## config.mk

```make
export PLATFORM = sky130hd
export DESIGN_NAME = wbs_ctrl_flat
export DESIGN_NICKNAME = d
export VERILOG_FILES = /design/src/rtl/core/wbs_pkg.sv /design/src/rtl/core/wbs_if.sv /design/src/rtl/core/wbs_ctrl.sv /design/src/flat_wrapper.sv
export SDC_FILE = /design/constraint.sdc
export NUM_CORES = 1
export LEC_CHECK = 0
export BUFFER_PORTS_ARGS = -buffer_cell sky130_fd_sc_hd__clkbuf_2
export CORE_UTILIZATION = 40
export DETAILED_ROUTE_END_ITERATION = 8
export MAX_ROUTING_LAYER = met4
export PLACE_DENSITY = 0.71
export SKIP_LAST_GASP = 1
export SLEW_MARGIN = 20
export SYNTH_ARGS = -nofsm -noshare
export SYNTH_HDL_FRONTEND = slang
export SYNTH_SLANG_ARGS = --single-unit
```

## constraint.sdc

```tcl
create_clock -name clock -period 7.4 [get_ports clock]
set_clock_uncertainty 0.05 [all_clocks]
set_input_delay 0.37 -clock clock [delete_from_list [all_inputs] [get_ports clock]]
set_output_delay 0.37 -clock clock [all_outputs]
set_load 0.005 [all_outputs]
```

## src/rtl/core/wbs_pkg.sv

```systemverilog
// Shared constants, codes and stage records for the 3x3 blur/sharpen window filter.
// No dependencies; every other file of the block imports this package.
package wbs_pkg;

   localparam int MAX_WIDTH  = 1024;
   localparam int MAX_HEIGHT = 1024;
   localparam int MIN_DIM    = 3;

   localparam int COL_W     = $clog2(MAX_WIDTH);
   localparam int ROW_W     = $clog2(MAX_HEIGHT);
   localparam int CFG_W     = 11;
   localparam int PIX_W     = 8;
   localparam int WIN_N     = 9;
   localparam int SUM_W     = 12;
   localparam int CSR_IDX_W = 2;

   // Register indexes of the configuration port
   localparam logic [CSR_IDX_W-1:0] CSR_IMAGE_WIDTH  = 2'd0;
   localparam logic [CSR_IDX_W-1:0] CSR_IMAGE_HEIGHT = 2'd1;
   localparam logic [CSR_IDX_W-1:0] CSR_FILTER_MODE  = 2'd2;

   localparam logic [CFG_W-1:0] WIDTH_RESET  = 11'd100;
   localparam logic [CFG_W-1:0] HEIGHT_RESET = 11'd50;

   // Divide by nine as multiply by reciprocal; exact for sums up to 9*255
   localparam int DIV9_SHIFT = 16;
   localparam int DIV9_RECIP = 7282;

   localparam logic [PIX_W-1:0] PIX_MAX = 8'd255;

   // Where a result pixel comes from
   typedef enum logic [1:0] {
      SRC_UPPER_END,
      SRC_MIDDLE,
      SRC_CENTER,
      SRC_FILTER
   } src_type;

   typedef struct packed {
      logic             valid;
      logic             wr;
      logic             emit;
      src_type          src;
      logic             last;
      logic [COL_W-1:0] col;
      logic [PIX_W-1:0] pix;
   } stage1_type;

   typedef struct packed {
      logic [COL_W-1:0] top_addr;
      logic [COL_W-1:0] end_addr;
      logic [COL_W-1:0] mid_addr;
   } rdaddr_type;

   typedef struct packed {
      logic             valid;
      logic             filt;
      logic             last;
      logic [PIX_W-1:0] val;
      logic [SUM_W-1:0] sum;
      logic [PIX_W-1:0] ctr;
   } fin_type;

endpackage

```

## src/rtl/core/wbs_if.sv

```systemverilog
// Valid/ready channel interfaces for the pixel input and the result output.
// Depends on wbs_pkg for the pixel width.
interface wbs_req_if import wbs_pkg::*; ();
   logic             valid;
   logic             ready;
   logic [PIX_W-1:0] pixel_in;
   logic             drain;

   modport source (output valid, output pixel_in, output drain, input ready);
   modport sink   (input valid, input pixel_in, input drain, output ready);
endinterface


```

## src/rtl/core/wbs_ctrl.sv

```systemverilog
// Configuration registers, raster position counters and per-pixel decisions.
// Depends on wbs_pkg and wbs_req_if; feeds the line buffers and the window stage.
module wbs_ctrl import wbs_pkg::*; (
   input  logic                 clock,
   input  logic                 reset,
   input  logic                 run,
   input  logic                 csr_we,
   input  logic [CSR_IDX_W-1:0] csr_index,
   input  logic [CFG_W-1:0]     csr_wdata,
   wbs_req_if.sink              req_ch,
   output logic                 filter_mode,
   output rdaddr_type           rd_addr,
   output stage1_type           s1
);

   localparam int WC_W = (CFG_W > COL_W + 1) ? CFG_W : COL_W + 1;
   localparam int HC_W = (CFG_W > ROW_W + 1) ? CFG_W : ROW_W + 1;

   logic [CFG_W-1:0] width_ff;
   logic [CFG_W-1:0] height_ff;
   logic             mode_ff;
   logic [COL_W:0]   col_ff, col_in;
   logic [ROW_W-1:0] row_ff, row_in;
   logic             full_ff, full_in;
   stage1_type       s1_ff, s1_in;

   logic [COL_W:0] w, w_last, c, c_next, d, d_prev;
   logic [ROW_W:0] h, r, r_next;
   logic           accept;

   always_ff @(posedge clock) begin
      if (reset) begin
         width_ff  <= WIDTH_RESET;
         height_ff <= HEIGHT_RESET;
         mode_ff   <= 1'b0;
      end else if (csr_we) begin
         case (csr_index)
            CSR_IMAGE_WIDTH:  width_ff  <= csr_wdata;
            CSR_IMAGE_HEIGHT: height_ff <= csr_wdata;
            CSR_FILTER_MODE:  mode_ff   <= csr_wdata[0];
            default: ;
         endcase
      end
   end

   // Clamp the frame size to the supported range
   always_comb begin
      if (WC_W'(width_ff) < WC_W'(MIN_DIM)) begin
         w = (COL_W+1)'(MIN_DIM);
      end else if (WC_W'(width_ff) > WC_W'(MAX_WIDTH)) begin
         w = (COL_W+1)'(MAX_WIDTH);
      end else begin
         w = (COL_W+1)'(width_ff);
      end
      if (HC_W'(height_ff) < HC_W'(MIN_DIM)) begin
         h = (ROW_W+1)'(MIN_DIM);
      end else if (HC_W'(height_ff) > HC_W'(MAX_HEIGHT)) begin
         h = (ROW_W+1)'(MAX_HEIGHT);
      end else begin
         h = (ROW_W+1)'(height_ff);
      end
   end

   assign w_last = w - 1'b1;
   assign c      = (col_ff >= w) ? w_last : col_ff;
   assign c_next = c + 1'b1;
   assign r      = ({1'b0, row_ff} >= h) ? h - 1'b1 : {1'b0, row_ff};
   assign r_next = r + 1'b1;
   assign d      = (col_ff > w) ? w : col_ff;
   assign d_prev = d - 1'b1;

   assign accept       = req_ch.valid && run;
   assign req_ch.ready = run;

   always_comb begin
      col_in    = col_ff;
      row_in    = row_ff;
      full_in   = full_ff;
      s1_in     = '0;
      s1_in.src = SRC_FILTER;
      s1_in.col = c[COL_W-1:0];
      s1_in.pix = req_ch.pixel_in;
      if (accept) begin
         if (full_ff) begin
            // Flush the last row and the last column pixel from the line buffers
            s1_in.valid = 1'b1;
            s1_in.emit  = 1'b1;
            s1_in.src   = (d == '0) ? SRC_UPPER_END : SRC_MIDDLE;
            s1_in.last  = (d == w);
            if (d == w) begin
               col_in  = '0;
               row_in  = '0;
               full_in = 1'b0;
            end else begin
               col_in = d + 1'b1;
            end
         end else if (!req_ch.drain) begin
            s1_in.valid = 1'b1;
            s1_in.wr    = 1'b1;
            if (c == '0 && r >= (ROW_W+1)'(2)) begin
               s1_in.emit = 1'b1;
               s1_in.src  = SRC_UPPER_END;
            end else if (c != '0 && r != '0) begin
               s1_in.emit = 1'b1;
               s1_in.src  = (r == (ROW_W+1)'(1) || c == (COL_W+1)'(1)) ?
                            SRC_CENTER : SRC_FILTER;
            end
            if (c_next >= w) begin
               col_in = '0;
               if (r_next >= h) begin
                  row_in  = '0;
                  full_in = 1'b1;
               end else begin
                  row_in = r_next[ROW_W-1:0];
               end
            end else begin
               col_in = c_next;
            end
         end
      end
   end

   always_ff @(posedge clock) begin
      if (reset) begin
         col_ff      <= '0;
         row_ff      <= '0;
         full_ff     <= 1'b0;
         s1_ff.valid <= 1'b0;
      end else if (run) begin
         col_ff  <= col_in;
         row_ff  <= row_in;
         full_ff <= full_in;
         s1_ff   <= s1_in;
      end
   end

   assign rd_addr.top_addr = c[COL_W-1:0];
   assign rd_addr.end_addr = w_last[COL_W-1:0];
   assign rd_addr.mid_addr = full_ff ? d_prev[COL_W-1:0] : c[COL_W-1:0];

   assign s1          = s1_ff;
   assign filter_mode = mode_ff;

endmodule

```

## src/flat_wrapper.sv

```systemverilog
// flat-port wrapper written by rule: the top's interface ports become plain ports
module wbs_ctrl_flat import wbs_pkg::*;
  (clock, reset, run, csr_we, csr_index, csr_wdata, filter_mode, rd_addr, s1, req_ch_valid, req_ch_pixel_in, req_ch_drain, req_ch_ready);
  wbs_req_if req_ch_i ();
  input  logic clock;
  input  logic reset;
  input  logic run;
  input  logic csr_we;
  input  logic [CSR_IDX_W-1:0] csr_index;
  input  logic [CFG_W-1:0] csr_wdata;
  output logic filter_mode;
  output rdaddr_type rd_addr;
  output stage1_type s1;
  input wire logic [$bits(req_ch_i.valid)-1:0] req_ch_valid;
  input wire logic [$bits(req_ch_i.pixel_in)-1:0] req_ch_pixel_in;
  input wire logic [$bits(req_ch_i.drain)-1:0] req_ch_drain;
  output wire logic [$bits(req_ch_i.ready)-1:0] req_ch_ready;
  assign req_ch_i.valid = req_ch_valid;
  assign req_ch_i.pixel_in = req_ch_pixel_in;
  assign req_ch_i.drain = req_ch_drain;
  assign req_ch_ready = req_ch_i.ready;
  wbs_ctrl u_core (.clock(clock), .reset(reset), .run(run), .csr_we(csr_we), .csr_index(csr_index), .csr_wdata(csr_wdata), .req_ch(req_ch_i), .filter_mode(filter_mode), .rd_addr(rd_addr), .s1(s1));
endmodule
```

# Word-level counts from Yosys, hierarchy flattened
# Index checks and enable logic that the tools add are counted.
# totals
n_memories	0
romBits	0
latch_bits	0
regBits	69
ram_bits	0
# op_classes
add_sub_neg	6
n_shift	0
muxes	32
order_cmp	10
bitwise_logic	2
div_mod_pow	0
reduce_logical	19
eq_ne	7
multipliers	0
# op_table
op	count
two-way mux 11 bit	11
two-way mux 10 bit	6
adder 11 x 1 -> 11 bit, second input constant	3
greater-or-equal comparator 11 bit	3
== test 11 x 1 -> 1 bit, second input constant	2
greater-than comparator 11 bit, second input constant	2
logical NOT 11 bit	2
< comparator 11 x 2 -> 1 bit, second input constant	2
nonzero test 11 bit	2
subtractor 11 x 1 -> 11 bit, second input constant	2
AND reduction 2 bit	6
== test 11 bit	1
greater-or-equal comparator 10 x 11 -> 1 bit	1
greater-or-equal comparator 11 x 2 -> 1 bit, second input constant	1
greater-than comparator 11 bit	1
two-way mux 1 bit	10
subtractor 10 x 1 -> 10 bit, second input constant	1
two-way mux 3 bit	3
two-way mux 6 bit	1
two-way mux 5 bit	1
AND reduction 5 bit	1
logical AND 1 bit	3
AND reduction 3 bit	1
== test 2 x 1 -> 1 bit, second input constant	1
other kinds (8)	9

# Depth between registers and ports, before layout
# Gate-level depths: netlist of run 1.
# logic_depth
ltp_word	13
depth_mapped	29

# Worst setup path after synthesis of run 1
# OpenSTA, ideal clock, no wires.
# synth_timing
path_kind	flip-flop to flip-flop
from	reg u_core.width_ff[6]
to	reg u_core.col_ff[9]
setup_slack_ns	1.519
arrival_ns	5.735
setup_ns	0.095
path_stages_with_launch	28
period_less_slack_ns	5.881
path_cell_list	dfxtp_1 > clkbuf_1 > nor4_2 > a21oi_1 > nor2_2 > ha_1 > and3_1 > clkbuf_1 > o21ai_1 > nand2_1 > clkbuf_1 > nand2_1 > o21ai_0 > inv_1 > ha_1 > o211a_1 > o211ai_1 > nand2_1 > nand3_1 > xor2_1 > ha_1 > or4_1 > a211oi_1 > o31a_1 > o21a_1 > clkbuf_1 > o21ai_0 > a221oi_1
# synth_lines
element	line	rtl
start: declaration	wbs_ctrl.sv:19	logic [CFG_W-1:0] width_ff;
start signal: assignment	wbs_ctrl.sv:38	CSR_IMAGE_WIDTH: width_ff <= csr_wdata;
end signal: assignment	wbs_ctrl.sv:130	col_ff <= col_in;
end: declaration	wbs_ctrl.sv:22	logic [COL_W:0] col_ff, col_in;

# Worst setup path in the final report of run 1
# layout_timing
from	reg u_core.width_ff[3]
to	reg u_core.col_ff[9]
# layout_between
elab_chain_cells	10
word_cells_on_any_way	17
# layout_lines
element	line	rtl
greater-than comparator 11 bit	wbs_ctrl.sv:50	end else if (WC_W'(width_ff) > WC_W'(MAX_WIDTH)) begin
two-way mux 11 bit	wbs_ctrl.sv:50	
two-way mux 11 bit *	wbs_ctrl.sv:48	if (WC_W'(width_ff) < WC_W'(MIN_DIM)) begin
subtractor 11 x 1 -> 11 bit or greater-or-equal comparator 11 bit (tied branches)	wbs_ctrl.sv:64, wbs_ctrl.sv:65	
two-way mux 11 bit	wbs_ctrl.sv:65	assign c = (col_ff >= w) ? w_last : col_ff;
adder 11 x 1 -> 11 bit	wbs_ctrl.sv:66	assign c_next = c + 1'b1;
greater-or-equal comparator 11 bit	wbs_ctrl.sv:108	if (c_next >= w) begin
two-way mux 11 bit	wbs_ctrl.sv:108	
two-way mux 11 bit	wbs_ctrl.sv:97	end else if (!req_ch.drain) begin
two-way mux 11 bit *	wbs_ctrl.sv:84	if (full_ff) begin
# Every way passes the cells marked *; elsewhere a longest branch is shown, timed or not. The select of a mux whose other input is x is not followed.
# A chain may end at the register's enable or synchronous reset.

==> flow_summary_export.csv, run 1 <==
group,metric,value,unit
worst_setup_path,slowest_stage,"o21ai_1",
worst_setup_path,cp_top_family,"compound AO/OA/AOI/OAI gates",
power,vdd_drop_max,0.000116,V
timing,worstMarginPinSlew,1070,ps
power,combPwrFrac,30.7,%
final_layout,fin_area,0.00718,sq mm
worst_setup_path,critPathCaptureType,"flop",
grt,grt_overflow,0,
yosys,synth_area_leaders,"dfxtp_1, edfxtp_1, ha_1, nand2_1, mux2i_1",
final_layout,ff_latch_area,0.00161,sq mm
power,intPower,0.832,mW
yosys,synthCells,813,
clocking,tritoncts,"built",
worst_setup_path,r2r_cells,24,
grt,antenna_found_initial,0,
clocking,cts_resized,0,
yosys,synth_top_cell_area_share,14.4,%
clocking,clock_latency,340,ps
yosys,synth.area.mux_share,5.55,%
routing,drcViolationCount,0,
floorplan,design.core.area,0.0154,sq mm
floorplan,start_util,41.5,%
timing,period_share,91.7,%
placed_design,gp_congestion,1.02,
power,clkPwrFrac,35.0,%
placed_design,placed_area,0.00687,sq mm
routing,viasPerCell,6.01,
clocking,cts_inserted_buffers,9,
placed_design,pre_cts_ws,716,ps
floorplan,ios,83,
floorplan,die_h,128,um
yosys,synthArstFlopShare,0,%
yosys,synth_edf_count,23,
power,power_density,176,mW/mm^2
timing,drv_slew,0,
power,p_sw_share,34.3,%
clocking,clock_sinks,69,
floorplan,die-width,128,um
floorplan,fp.dieArea,0.0165,sq mm
grt,grt_pass1_vias,6036,
clocking,hold_buffers,0,
yosys,synth-compound-area-share,22.1,%
timing,period_needed,6790,ps
clocking,cts_max_path_buffers,2,
clocking,clk_pin_slew_worst_paths,60,ps
yosys,avgSynthCellArea,7.87,sq um
timing,max_freq,147,MHz
routing,drt_iter0_markers,577,
grt,grt_pass1_wl,32.1,mm
worst_setup_path,critPathArrivalTime,6980,ps
yosys,synth_seq_cells,69,
routing,routed_wl,19.9,mm
timing,setup_ws,614,ps
routing,wl_per_cell,18.5,um
timing,rsz0062_at_grt,"no",
yosys,synth_fa_ha_area_share,10.4,%
yosys,seq_area_frac_synth,25.2,%
placed_design,dp_hpwl,15.1,mm
placed_design,dpl.cell_count,1059,
worst_setup_path,r2r_slack,610,ps
final_layout,fillCellCount,1582,
placed_design,port-buffer-count,82,
grt,grt_start_max_net_pins,45,
routing,drtAntennaViolNets,0,
final_layout,fin_nets,939,
status,status,"completed",
worst_setup_path,critPathRequiredTime,7600,ps
timing,max_slew_margin,26.9,%
floorplan,row_count,45,
timing,setup_viol,0,
final_layout,stdcell_count,1075,
power,pwr-share-seq,34.3,%
yosys,synth_xor_area_share,4.93,%
power,p_total,1.27,mW
worst_hold_path,min-delay-start,"req_ch_pixel_in[4]",
timing,finalHoldViolCount,0,
worst_hold_path,hold_class,"in -> reg",
yosys,yosys_warnings,0,
yosys,ys.flop_type,"dfxtp_1",
worst_setup_path,r2r_end,"u_core.col_ff[9]",
routing,vias,6462,
clocking,post_cts_buffers,0,
yosys,yosys.area_share.simple,25.0,%
yosys,synth_top_cell_by_area,"dfxtp_1",
timing,fin_tns_setup,0,ps
routing,dr.pass1.iters,5,
final_layout,diodes,0,
worst_setup_path,cpPeakStageDelay,570,ps
final_layout,layout-drive-gt1-share,15.5,%
yosys,synth_top_family_by_area,"simple AND/OR/NAND/NOR gates",
final_layout,syn_to_final_growth,12.3,%
worst_setup_path,path_class,"reg -> reg",
worst_setup_path,cp.buffers_inverters,2,
clocking,clockRootBuffer,"clkbuf_16",
yosys,netlist_area,0.00640,sq mm
clocking,h-tree-depth,3,
worst_setup_path,path_cells,"nor4_4, a21oi_1, nor2_1, inv_1, ha_1, and3_1, o21ai_1, nand2_1, nand2_1, o21ai_0, inv_1, ha_1, o211a_1, o211ai_1, nand2_1, nand3_1, xor2_1, ha_1, or4_1, a211oi_1, o31a_1, o21a_1, o21ai_0, a221oi_1",
worst_hold_path,min_path_cells,1,
yosys,syn_nets,893,
worst_setup_path,rr_startpoint,"u_core.width_ff[3]",
worst_hold_path,worstHoldEndpoint,"u_core.s1[4]",
worst_setup_path,path_max_fanout,12,
run,max_cap_violations,0,
grt,grt_usage,25.6,%
final_layout,multi_input_area,0.00436,sq mm
worst_setup_path,start_kind,"flop",
power,p_leak,3.02,nW
yosys,synth_cell_type_count,83,
power,p_sw,0.434,mW
-- cells in the final DEF, fill, tap and decap left out, types with 11 or more instances in the layout --
cell,instances
dfxtp_1,46
ha_1,53
nor2_1,47
buf_4,11
nor4_1,12
nand2_1,103
nand3b_1,11
clkbuf_2,82
mux2i_1,31
a21oi_1,57
edfxtp_1,23
a211oi_1,19
inv_1,37
xor2_1,14
nor3_1,21
a21o_1,11
nand3_1,28
xnor2_1,22
o21ai_0,32
nand4_1,14
-- area by class of cell --
type,count,share of cell area [%]
Clock buffer,11,3.38
Clock inverter,5,0.819
Inverter,40,2.09
Multi-Input combinational cell,646,60.7
Sequential cell,69,22.4
Tap cell,211,3.68
Timing Repair Buffer,93,6.86
-- cell families (layout without fill, tap and decap cells) --
family	after synthesis	after routing
buffers and inverters	98	149
multiplexers	35	35
flip-flops	69	69
AND/OR/NAND/NOR	312	312
XOR/XNOR	36	36
AO/OA/AOI/OAI	210	210
adder cells (fa/ha/maj)	53	53
-- worst register-to-register path, cell delays in order, from the launching register on --
cell      delay [ps]
dfxtp_1          450
nor4_4           550
a21oi_1          210
nor2_1           350
inv_1            170
ha_1             320
and3_1           240
o21ai_1          570
nand2_1          240
nand2_1          120
o21ai_0          150
inv_1            170
ha_1             280
o211a_1          210
o211ai_1         110
nand2_1          130
nand3_1          140
xor2_1           200
ha_1             210
or4_1            460
a211oi_1         280
o31a_1           230
o21a_1           420
o21ai_0          180
a221oi_1         260
-- state kept, by name, indices dropped and copies added, names as in the netlist --
name                count
u_core.filter_mode      1
u_core.col_ff          11
u_core.full_ff          1
u_core.row_ff          10
u_core.width_ff        11
u_core.height_ff       11
u_core.s1              24
-- worst max path at each step --
| stage | start | end | slack [ps] | cells after the start |
|---|---|---|---|---|
| after floorplan | u_core.width_ff[6] | u_core.col_ff[9] | 1520 | 27 |
| after global placement | u_core.width_ff[3] | u_core.col_ff[10] | 980 | 25 |
| after detailed placement | u_core.width_ff[3] | u_core.row_ff[4] | 720 | 25 |
| after CTS | u_core.width_ff[3] | u_core.row_ff[4] | 660 | 25 |
| after global routing | u_core.width_ff[3] | u_core.row_ff[4] | 170 | 24 |
| final | u_core.width_ff[3] | u_core.col_ff[9] | 610 | 24 |
-- stage by stage --
step | util, % | hold slack [ps]
final | 46.6 | 154
after global routing | 46.6 | 142
after CTS | 46.5 | 147
after detailed placement | 44.5 | 432
after global placement | 44.5 | 427
after floorplan | - | 405
-- routing by layer --
layer	up-vias	GRT usage (%)	part of all wire (%)
li1	3079	-	-
met1	3006	34.5	45
met2	336	38.1	43
met3	41	4.78	9.0
met4	0	9.20	2.5
met5	-	-	0
-- synthesized netlist by cell type, types with 4 or more instances --
cell type / n
a211o_1: 4
a211oi_1: 19
a21o_1: 11
a21oi_1: 57
a221oi_1: 8
a22o_1: 6
a31oi_1: 10
and2_1: 10
and3_1: 10
buf_2: 6
buf_4: 12
clkbuf_1: 35
dfxtp_1: 46
edfxtp_1: 23
ha_1: 53
inv_1: 37
mux2i_1: 31
nand2_1: 103
nand2b_1: 10
nand3_1: 28
nand3b_1: 11
nand4_1: 14
nor2_1: 47
nor2b_1: 9
nor3_1: 21
nor4_1: 12
o2111ai_1: 4
o211ai_1: 5
o21a_1: 5
o21ai_0: 32
o21ai_1: 10
or2_2: 5
or3_1: 7
or4_1: 4
xnor2_1: 22
xor2_1: 14
-- power by group through the flow --
stage,Clock [mW],Sequential [mW],Combinational [mW]
finish,0.444,0.434,0.388
detailed placement,0,0.441,0.379
global route,0.466,0.436,0.426
global placement,0,0.440,0.376
CTS,0.448,0.433,0.381
floorplan,0,0.429,0.283
Power figures use the tool's default switching activity.
==> run 2, diff against run 1 <==
RECOVER_POWER = 25   (was not set)
==> run 2 against run 1 <==
Net effect: the run now ends with capacitance limit, slew limit left; setup slack gained 5.3 ps; fmax is essentially flat; via count is essentially flat; routed wire length grew 0.15%; sequential power is essentially flat; highest routed layer unchanged; cell count is the same; critical endpoint unchanged; largest cell class unchanged.
==> flow_summary_export.csv, run 2 (same netlist as run 1, synthesis figures left out) <==
group,metric,value,unit
worst_setup_path,path_cells,"nor4_4, a21oi_1, nor2_1, inv_1, ha_1, and3_1, o21ai_1, nand2_1, nand2_1, o21ai_0, inv_1, ha_1, o211a_1, o211ai_1, nand2_1, nand3_1, xor2_1, ha_1, or4_1, a211oi_1, o31a_1, o21a_1, o21ai_0, a221oi_1",
routing,wl_per_cell,18.6,um
placed_design,dp_hpwl,15.1,mm
worst_setup_path,r2r_end,"u_core.col_ff[9]",
timing,fin_tns_setup,0,ps
clocking,clock_latency,340,ps
floorplan,ios,83,
worst_hold_path,min_path_cells,1,
power,vdd_drop_max,0.000116,V
grt,grt_overflow,0,
timing,finalHoldViolCount,0,
placed_design,port-buffer-count,82,
power,p_total,1.27,mW
final_layout,diodes,0,
power,p_leak,3.02,nW
floorplan,row_count,45,
clocking,clockRootBuffer,"clkbuf_16",
final_layout,ff_latch_area,0.00161,sq mm
final_layout,fin_util,46.5,%
worst_setup_path,r2r_cells,24,
grt,grt_usage,25.6,%
worst_setup_path,cp.buffers_inverters,2,
power,power_density,176,mW/mm^2
final_layout,fin_nets,939,
routing,vias,6468,
grt,grt_start_max_net_pins,45,
worst_hold_path,worstHoldEndpoint,"u_core.s1[4]",
worst_setup_path,path_class,"reg -> reg",
worst_setup_path,r2r_slack,620,ps
grt,antenna_found_initial,0,
routing,drt_iter0_markers,577,
timing,worstMarginPinSlew,2120,ps
routing,dr.pass1.iters,5,
clocking,clk_pin_slew_worst_paths,60,ps
floorplan,fp.dieArea,0.0165,sq mm
routing,viasPerCell,6.02,
worst_setup_path,rr_startpoint,"u_core.width_ff[3]",
worst_setup_path,start_kind,"flop",
grt,grt_pass1_vias,6036,
worst_setup_path,critPathRequiredTime,7570,ps
final_layout,fillCellCount,1584,
timing,rsz0062_at_grt,"no",
worst_hold_path,min-delay-start,"req_ch_pixel_in[4]",
clocking,h-tree-depth,3,
routing,drtAntennaViolNets,0,
final_layout,layout_common_cells,"nand2_1, clkbuf_2, a21oi_1, ha_1, nor2_1",
routing,drcViolationCount,0,
clocking,tritoncts,"built",
timing,period_share,91.6,%
timing,drv_slew,45,
worst_setup_path,cpPeakStageDelay,570,ps
run,max_cap_violations,1,
timing,setup_viol,0,
status,violations,"capacitance limit, slew limit",
status,status,"finished, violations left",
clocking,cts_max_path_buffers,2,
timing,hold_ws,155,ps
timing,max_slew_margin,-41.2,%
clocking,clock_sinks,69,
final_layout,stdcell_count,1075,
worst_setup_path,critPathArrivalTime,6950,ps
floorplan,die-width,128,um
clocking,cts_inserted_buffers,9,
timing,period_needed,6780,ps
floorplan,die_h,128,um
final_layout,largest_register_ffs,24,
worst_setup_path,slowest_stage,"o21ai_1",
final_layout,multi_input_area,0.00436,sq mm
worst_setup_path,path_max_fanout,12,
worst_hold_path,hold_class,"in -> reg",
worst_setup_path,cp_top_family,"compound AO/OA/AOI/OAI gates",
routing,routed_wl,20.0,mm
grt,grt_pass1_wl,32.1,mm
floorplan,design.core.area,0.0154,sq mm
final_layout,layout-drive-gt1-share,15.3,%
timing,max_freq,147,MHz
final_layout,syn_to_final_growth,12.2,%
placed_design,dpl.cell_count,1059,
floorplan,start_util,41.5,%
final_layout,final_common_cell,"nand2_1",
worst_setup_path,critPathCaptureType,"flop",
placed_design,gp_congestion,1.02,
-- run 2: worst max path at each step --
stage,start,end,cells past startpoint
after floorplan,u_core.width_ff[6],u_core.col_ff[9],27
after global placement,u_core.width_ff[3],u_core.col_ff[10],25
after detailed placement,u_core.width_ff[3],u_core.row_ff[4],25
after CTS,u_core.width_ff[3],u_core.row_ff[4],25
after global routing,u_core.width_ff[3],u_core.col_ff[8],23
final,u_core.width_ff[3],u_core.col_ff[9],24
-- run 2: final cells by class --
cell class                 instances  share of cell area, %
tap                              211                   3.68
clock inverter                     5                  0.819
inverter                          40                   2.09
timing repair buffer              93                   6.80
sequential                        69                   22.5
multi-input combinational        646                   60.8
clock buffer                      11                   3.38
-- run 2: repair_timing --
item                                    4_1_cts  5_1_grt
hold buffers                                  0        0
endpoints found under the setup margin        0        4
gates resized for setup                       0        1
buffers inserted                              0        0
-- run 2: per-stage QoR --
step                setup WS [ps]  cell area, sq um
global placement              981              6870
floorplan                    1520              6400
CTS                           664              7170
global route                  146              7180
finish                        619              7180
detailed placement            716              6870
-- run 2: layer usage --
metal  vias up  part of all wire (%)  global-route usage [%]
met1      3023                    45                    34.5
met5         -                     0                       -
li1       3080                     -                       -
met2       326                    43                    38.1
met4         0                   2.4                    9.20
met3        39                   9.0                    4.78
-- run 2: report_power, final --
part	switching [mW]	internal, mW
logic	0.237	0.151
registers	0.0232	0.411
clock network	0.173	0.271
==> run 3, diff against run 2 <==
PLACE_DENSITY = 0.73   (was 0.71)
clock period = 5.58 ns   (was 7.4 ns; I/O delays follow)
==> run 3 against run 2 <==
Net effect: the run now ends clean; setup slack lost 350 ps; combinational power increased by 53%; die area is the same; first-iteration DRC count up 14%; largest cell class unchanged.
==> flow_summary_export.csv, run 3 (same netlist as run 1, synthesis figures left out) <==
group,metric,value,unit
status,status,"completed",
routing,drcViolationCount,0,
timing,fin_tns_setup,0,ps
floorplan,die_h,128,um
final_layout,fin_area,0.00771,sq mm
worst_setup_path,path_class,"reg -> reg",
worst_hold_path,min_path_cells,1,
final_layout,final_common_cell,"nand2_1",
final_layout,syn_to_final_growth,20.6,%
floorplan,design.core.area,0.0154,sq mm
worst_setup_path,r2r_cells,25,
placed_design,gp_congestion,1.08,
power,clkPwrFrac,37.4,%
timing,setup_viol,0,
worst_setup_path,path_max_fanout,5,
clocking,clockRootBuffer,"clkbuf_16",
placed_design,port-buffer-count,82,
floorplan,row_count,45,
final_layout,fin_nets,992,
clocking,hold_buffers,0,
routing,drt_iter0_markers,658,
clocking,tritoncts,"built",
final_layout,layout-drive-gt1-share,21.6,%
power,p_sw_share,33.7,%
final_layout,fin_util,50.0,%
floorplan,ios,83,
power,p_sw,0.622,mW
placed_design,placed_area,0.00727,sq mm
power,power_density,239,mW/mm^2
clocking,clk_pin_slew_worst_paths,60,ps
clocking,cts_max_path_buffers,2,
worst_setup_path,r2r_slack,270,ps
worst_setup_path,rr_startpoint,"u_core.width_ff[9]",
floorplan,start_util,41.5,%
worst_setup_path,critPathArrivalTime,5500,ps
power,pwr-share-seq,30.5,%
clocking,cts_inserted_buffers,9,
worst_setup_path,critPathRequiredTime,5770,ps
routing,drtAntennaViolNets,0,
timing,worstMarginPinSlew,1120,ps
grt,grt_pass1_wl,33.0,mm
grt,grt_pass1_vias,6102,
routing,dr.pass1.iters,5,
power,p_leak,3.32,nW
worst_setup_path,critPathCaptureType,"flop",
clocking,clock_latency,360,ps
run,max_cap_violations,0,
routing,viasPerCell,5.94,
timing,finalHoldViolCount,0,
timing,drv_slew,0,
clocking,h-tree-depth,3,
grt,antenna_found_initial,0,
power,intPower,1.23,mW
timing,period_share,95.1,%
power,combPwrFrac,32.1,%
clocking,clock_sinks,69,
timing,max_freq,188,MHz
placed_design,dp_hpwl,16.1,mm
worst_setup_path,r2r_end,"u_core.row_ff[4]",
timing,period_needed,5310,ps
worst_hold_path,min-delay-start,"req_ch_pixel_in[0]",
floorplan,die-width,128,um
worst_setup_path,crit_path_start,"u_core.width_ff[9]",
routing,vias,6699,
final_layout,largest_register_ffs,24,
power,p_total,1.85,mW
worst_hold_path,worstHoldEndpoint,"u_core.s1[0]",
grt,grt_usage,26.7,%
worst_hold_path,hold_class,"in -> reg",
floorplan,fp.dieArea,0.0165,sq mm
power,vdd_drop_max,0.000193,V
grt,grt_overflow,0,
grt,grt_start_max_net_pins,45,
final_layout,diodes,0,
worst_setup_path,start_kind,"flop",
routing,routed_wl,21.1,mm
timing,max_slew_margin,25.1,%
final_layout,layout_common_cells,"nand2_1, clkbuf_2, buf_4, a21oi_1, ha_1",
routing,wl_per_cell,18.7,um
## run 3: cell types whose count changed in the layout (fill, tap and decap cells not counted), moves of 2 or more
| cell | previous run | this run |
|---|---|---|
| a211oi_1 | 19 | 17 |
| a211oi_2 | 1 | 3 |
| buf_4 | 10 | 63 |
| bufinv_16 | 1 | 3 |
| clkbuf_2 | 81 | 79 |
| ha_1 | 53 | 51 |
| nor4_4 | 1 | 3 |
| o21ai_0 | 32 | 30 |
## run 3: worst max-delay path by stage
stage                                   to  slack (ps)
after global placement    u_core.col_ff[6]         150
after CTS                 u_core.col_ff[6]           6
after floorplan           u_core.row_ff[4]          60
after global routing      u_core.col_ff[0]         -40
final                     u_core.row_ff[4]         270
after detailed placement  u_core.col_ff[6]          30
## run 3: layout make-up
class / count / area, sq um
clock buffer: 9 / 225
clock inverter: 7 / 121
fill: 1514 / 7710
inverter: 40 / 154
multi-input combinational: 646 / 4440
sequential: 69 / 1610
tap: 211 / 264
timing repair buffer: 146 / 900
## run 3: stage by stage
step	setup WS (ps)	cells	hold slack, ps
floorplan	55.3	813	328
global placement	152	1107	406
detailed placement	28.4	1107	408
CTS	5.64	1123	40.5
global route	-37.6	1128	41.1
finish	271	1128	47.8
## run 3: routing by layer
metal  track usage [%]  share of wire (%)
met5                 -                  0
met4              10.5                3.1
met2              38.4                 43
met3              6.36                 10
met1              35.9                 44
## run 3: power groups by stage
stage | logic [mW] | clock network, mW | registers, mW
floorplan | 0.379 | 0 | 0.570
global placement | 0.556 | 0 | 0.572
detailed placement | 0.558 | 0 | 0.572
CTS | 0.561 | 0.699 | 0.561
global route | 0.639 | 0.720 | 0.565
finish | 0.593 | 0.692 | 0.563
## run 3: what timing repair did
item,CTS,global route
gates resized for setup,0,16
setup buffers,0,5
setup endpoints to repair,0,21
## run 3: worst max-delay path, stage by stage, from the launching register on
cell and delay [ps]:
dfxtp_1 330, nor4_4 400, a21oi_2 150, nor2_2 200
inv_1 110, ha_1 290, and3_1 250, o21ai_4 150
nand2_2 90, nand2_1 70, o21ai_0 150, inv_1 180
ha_4 190, o211a_1 190, o211ai_1 110, nand2_1 110
nand3_1 140, xor2_1 200, ha_1 200, or4_1 480
a211oi_2 210, o31a_1 200, nor3_1 90, nand3_1 180
nor2_1 90, a311o_1 370
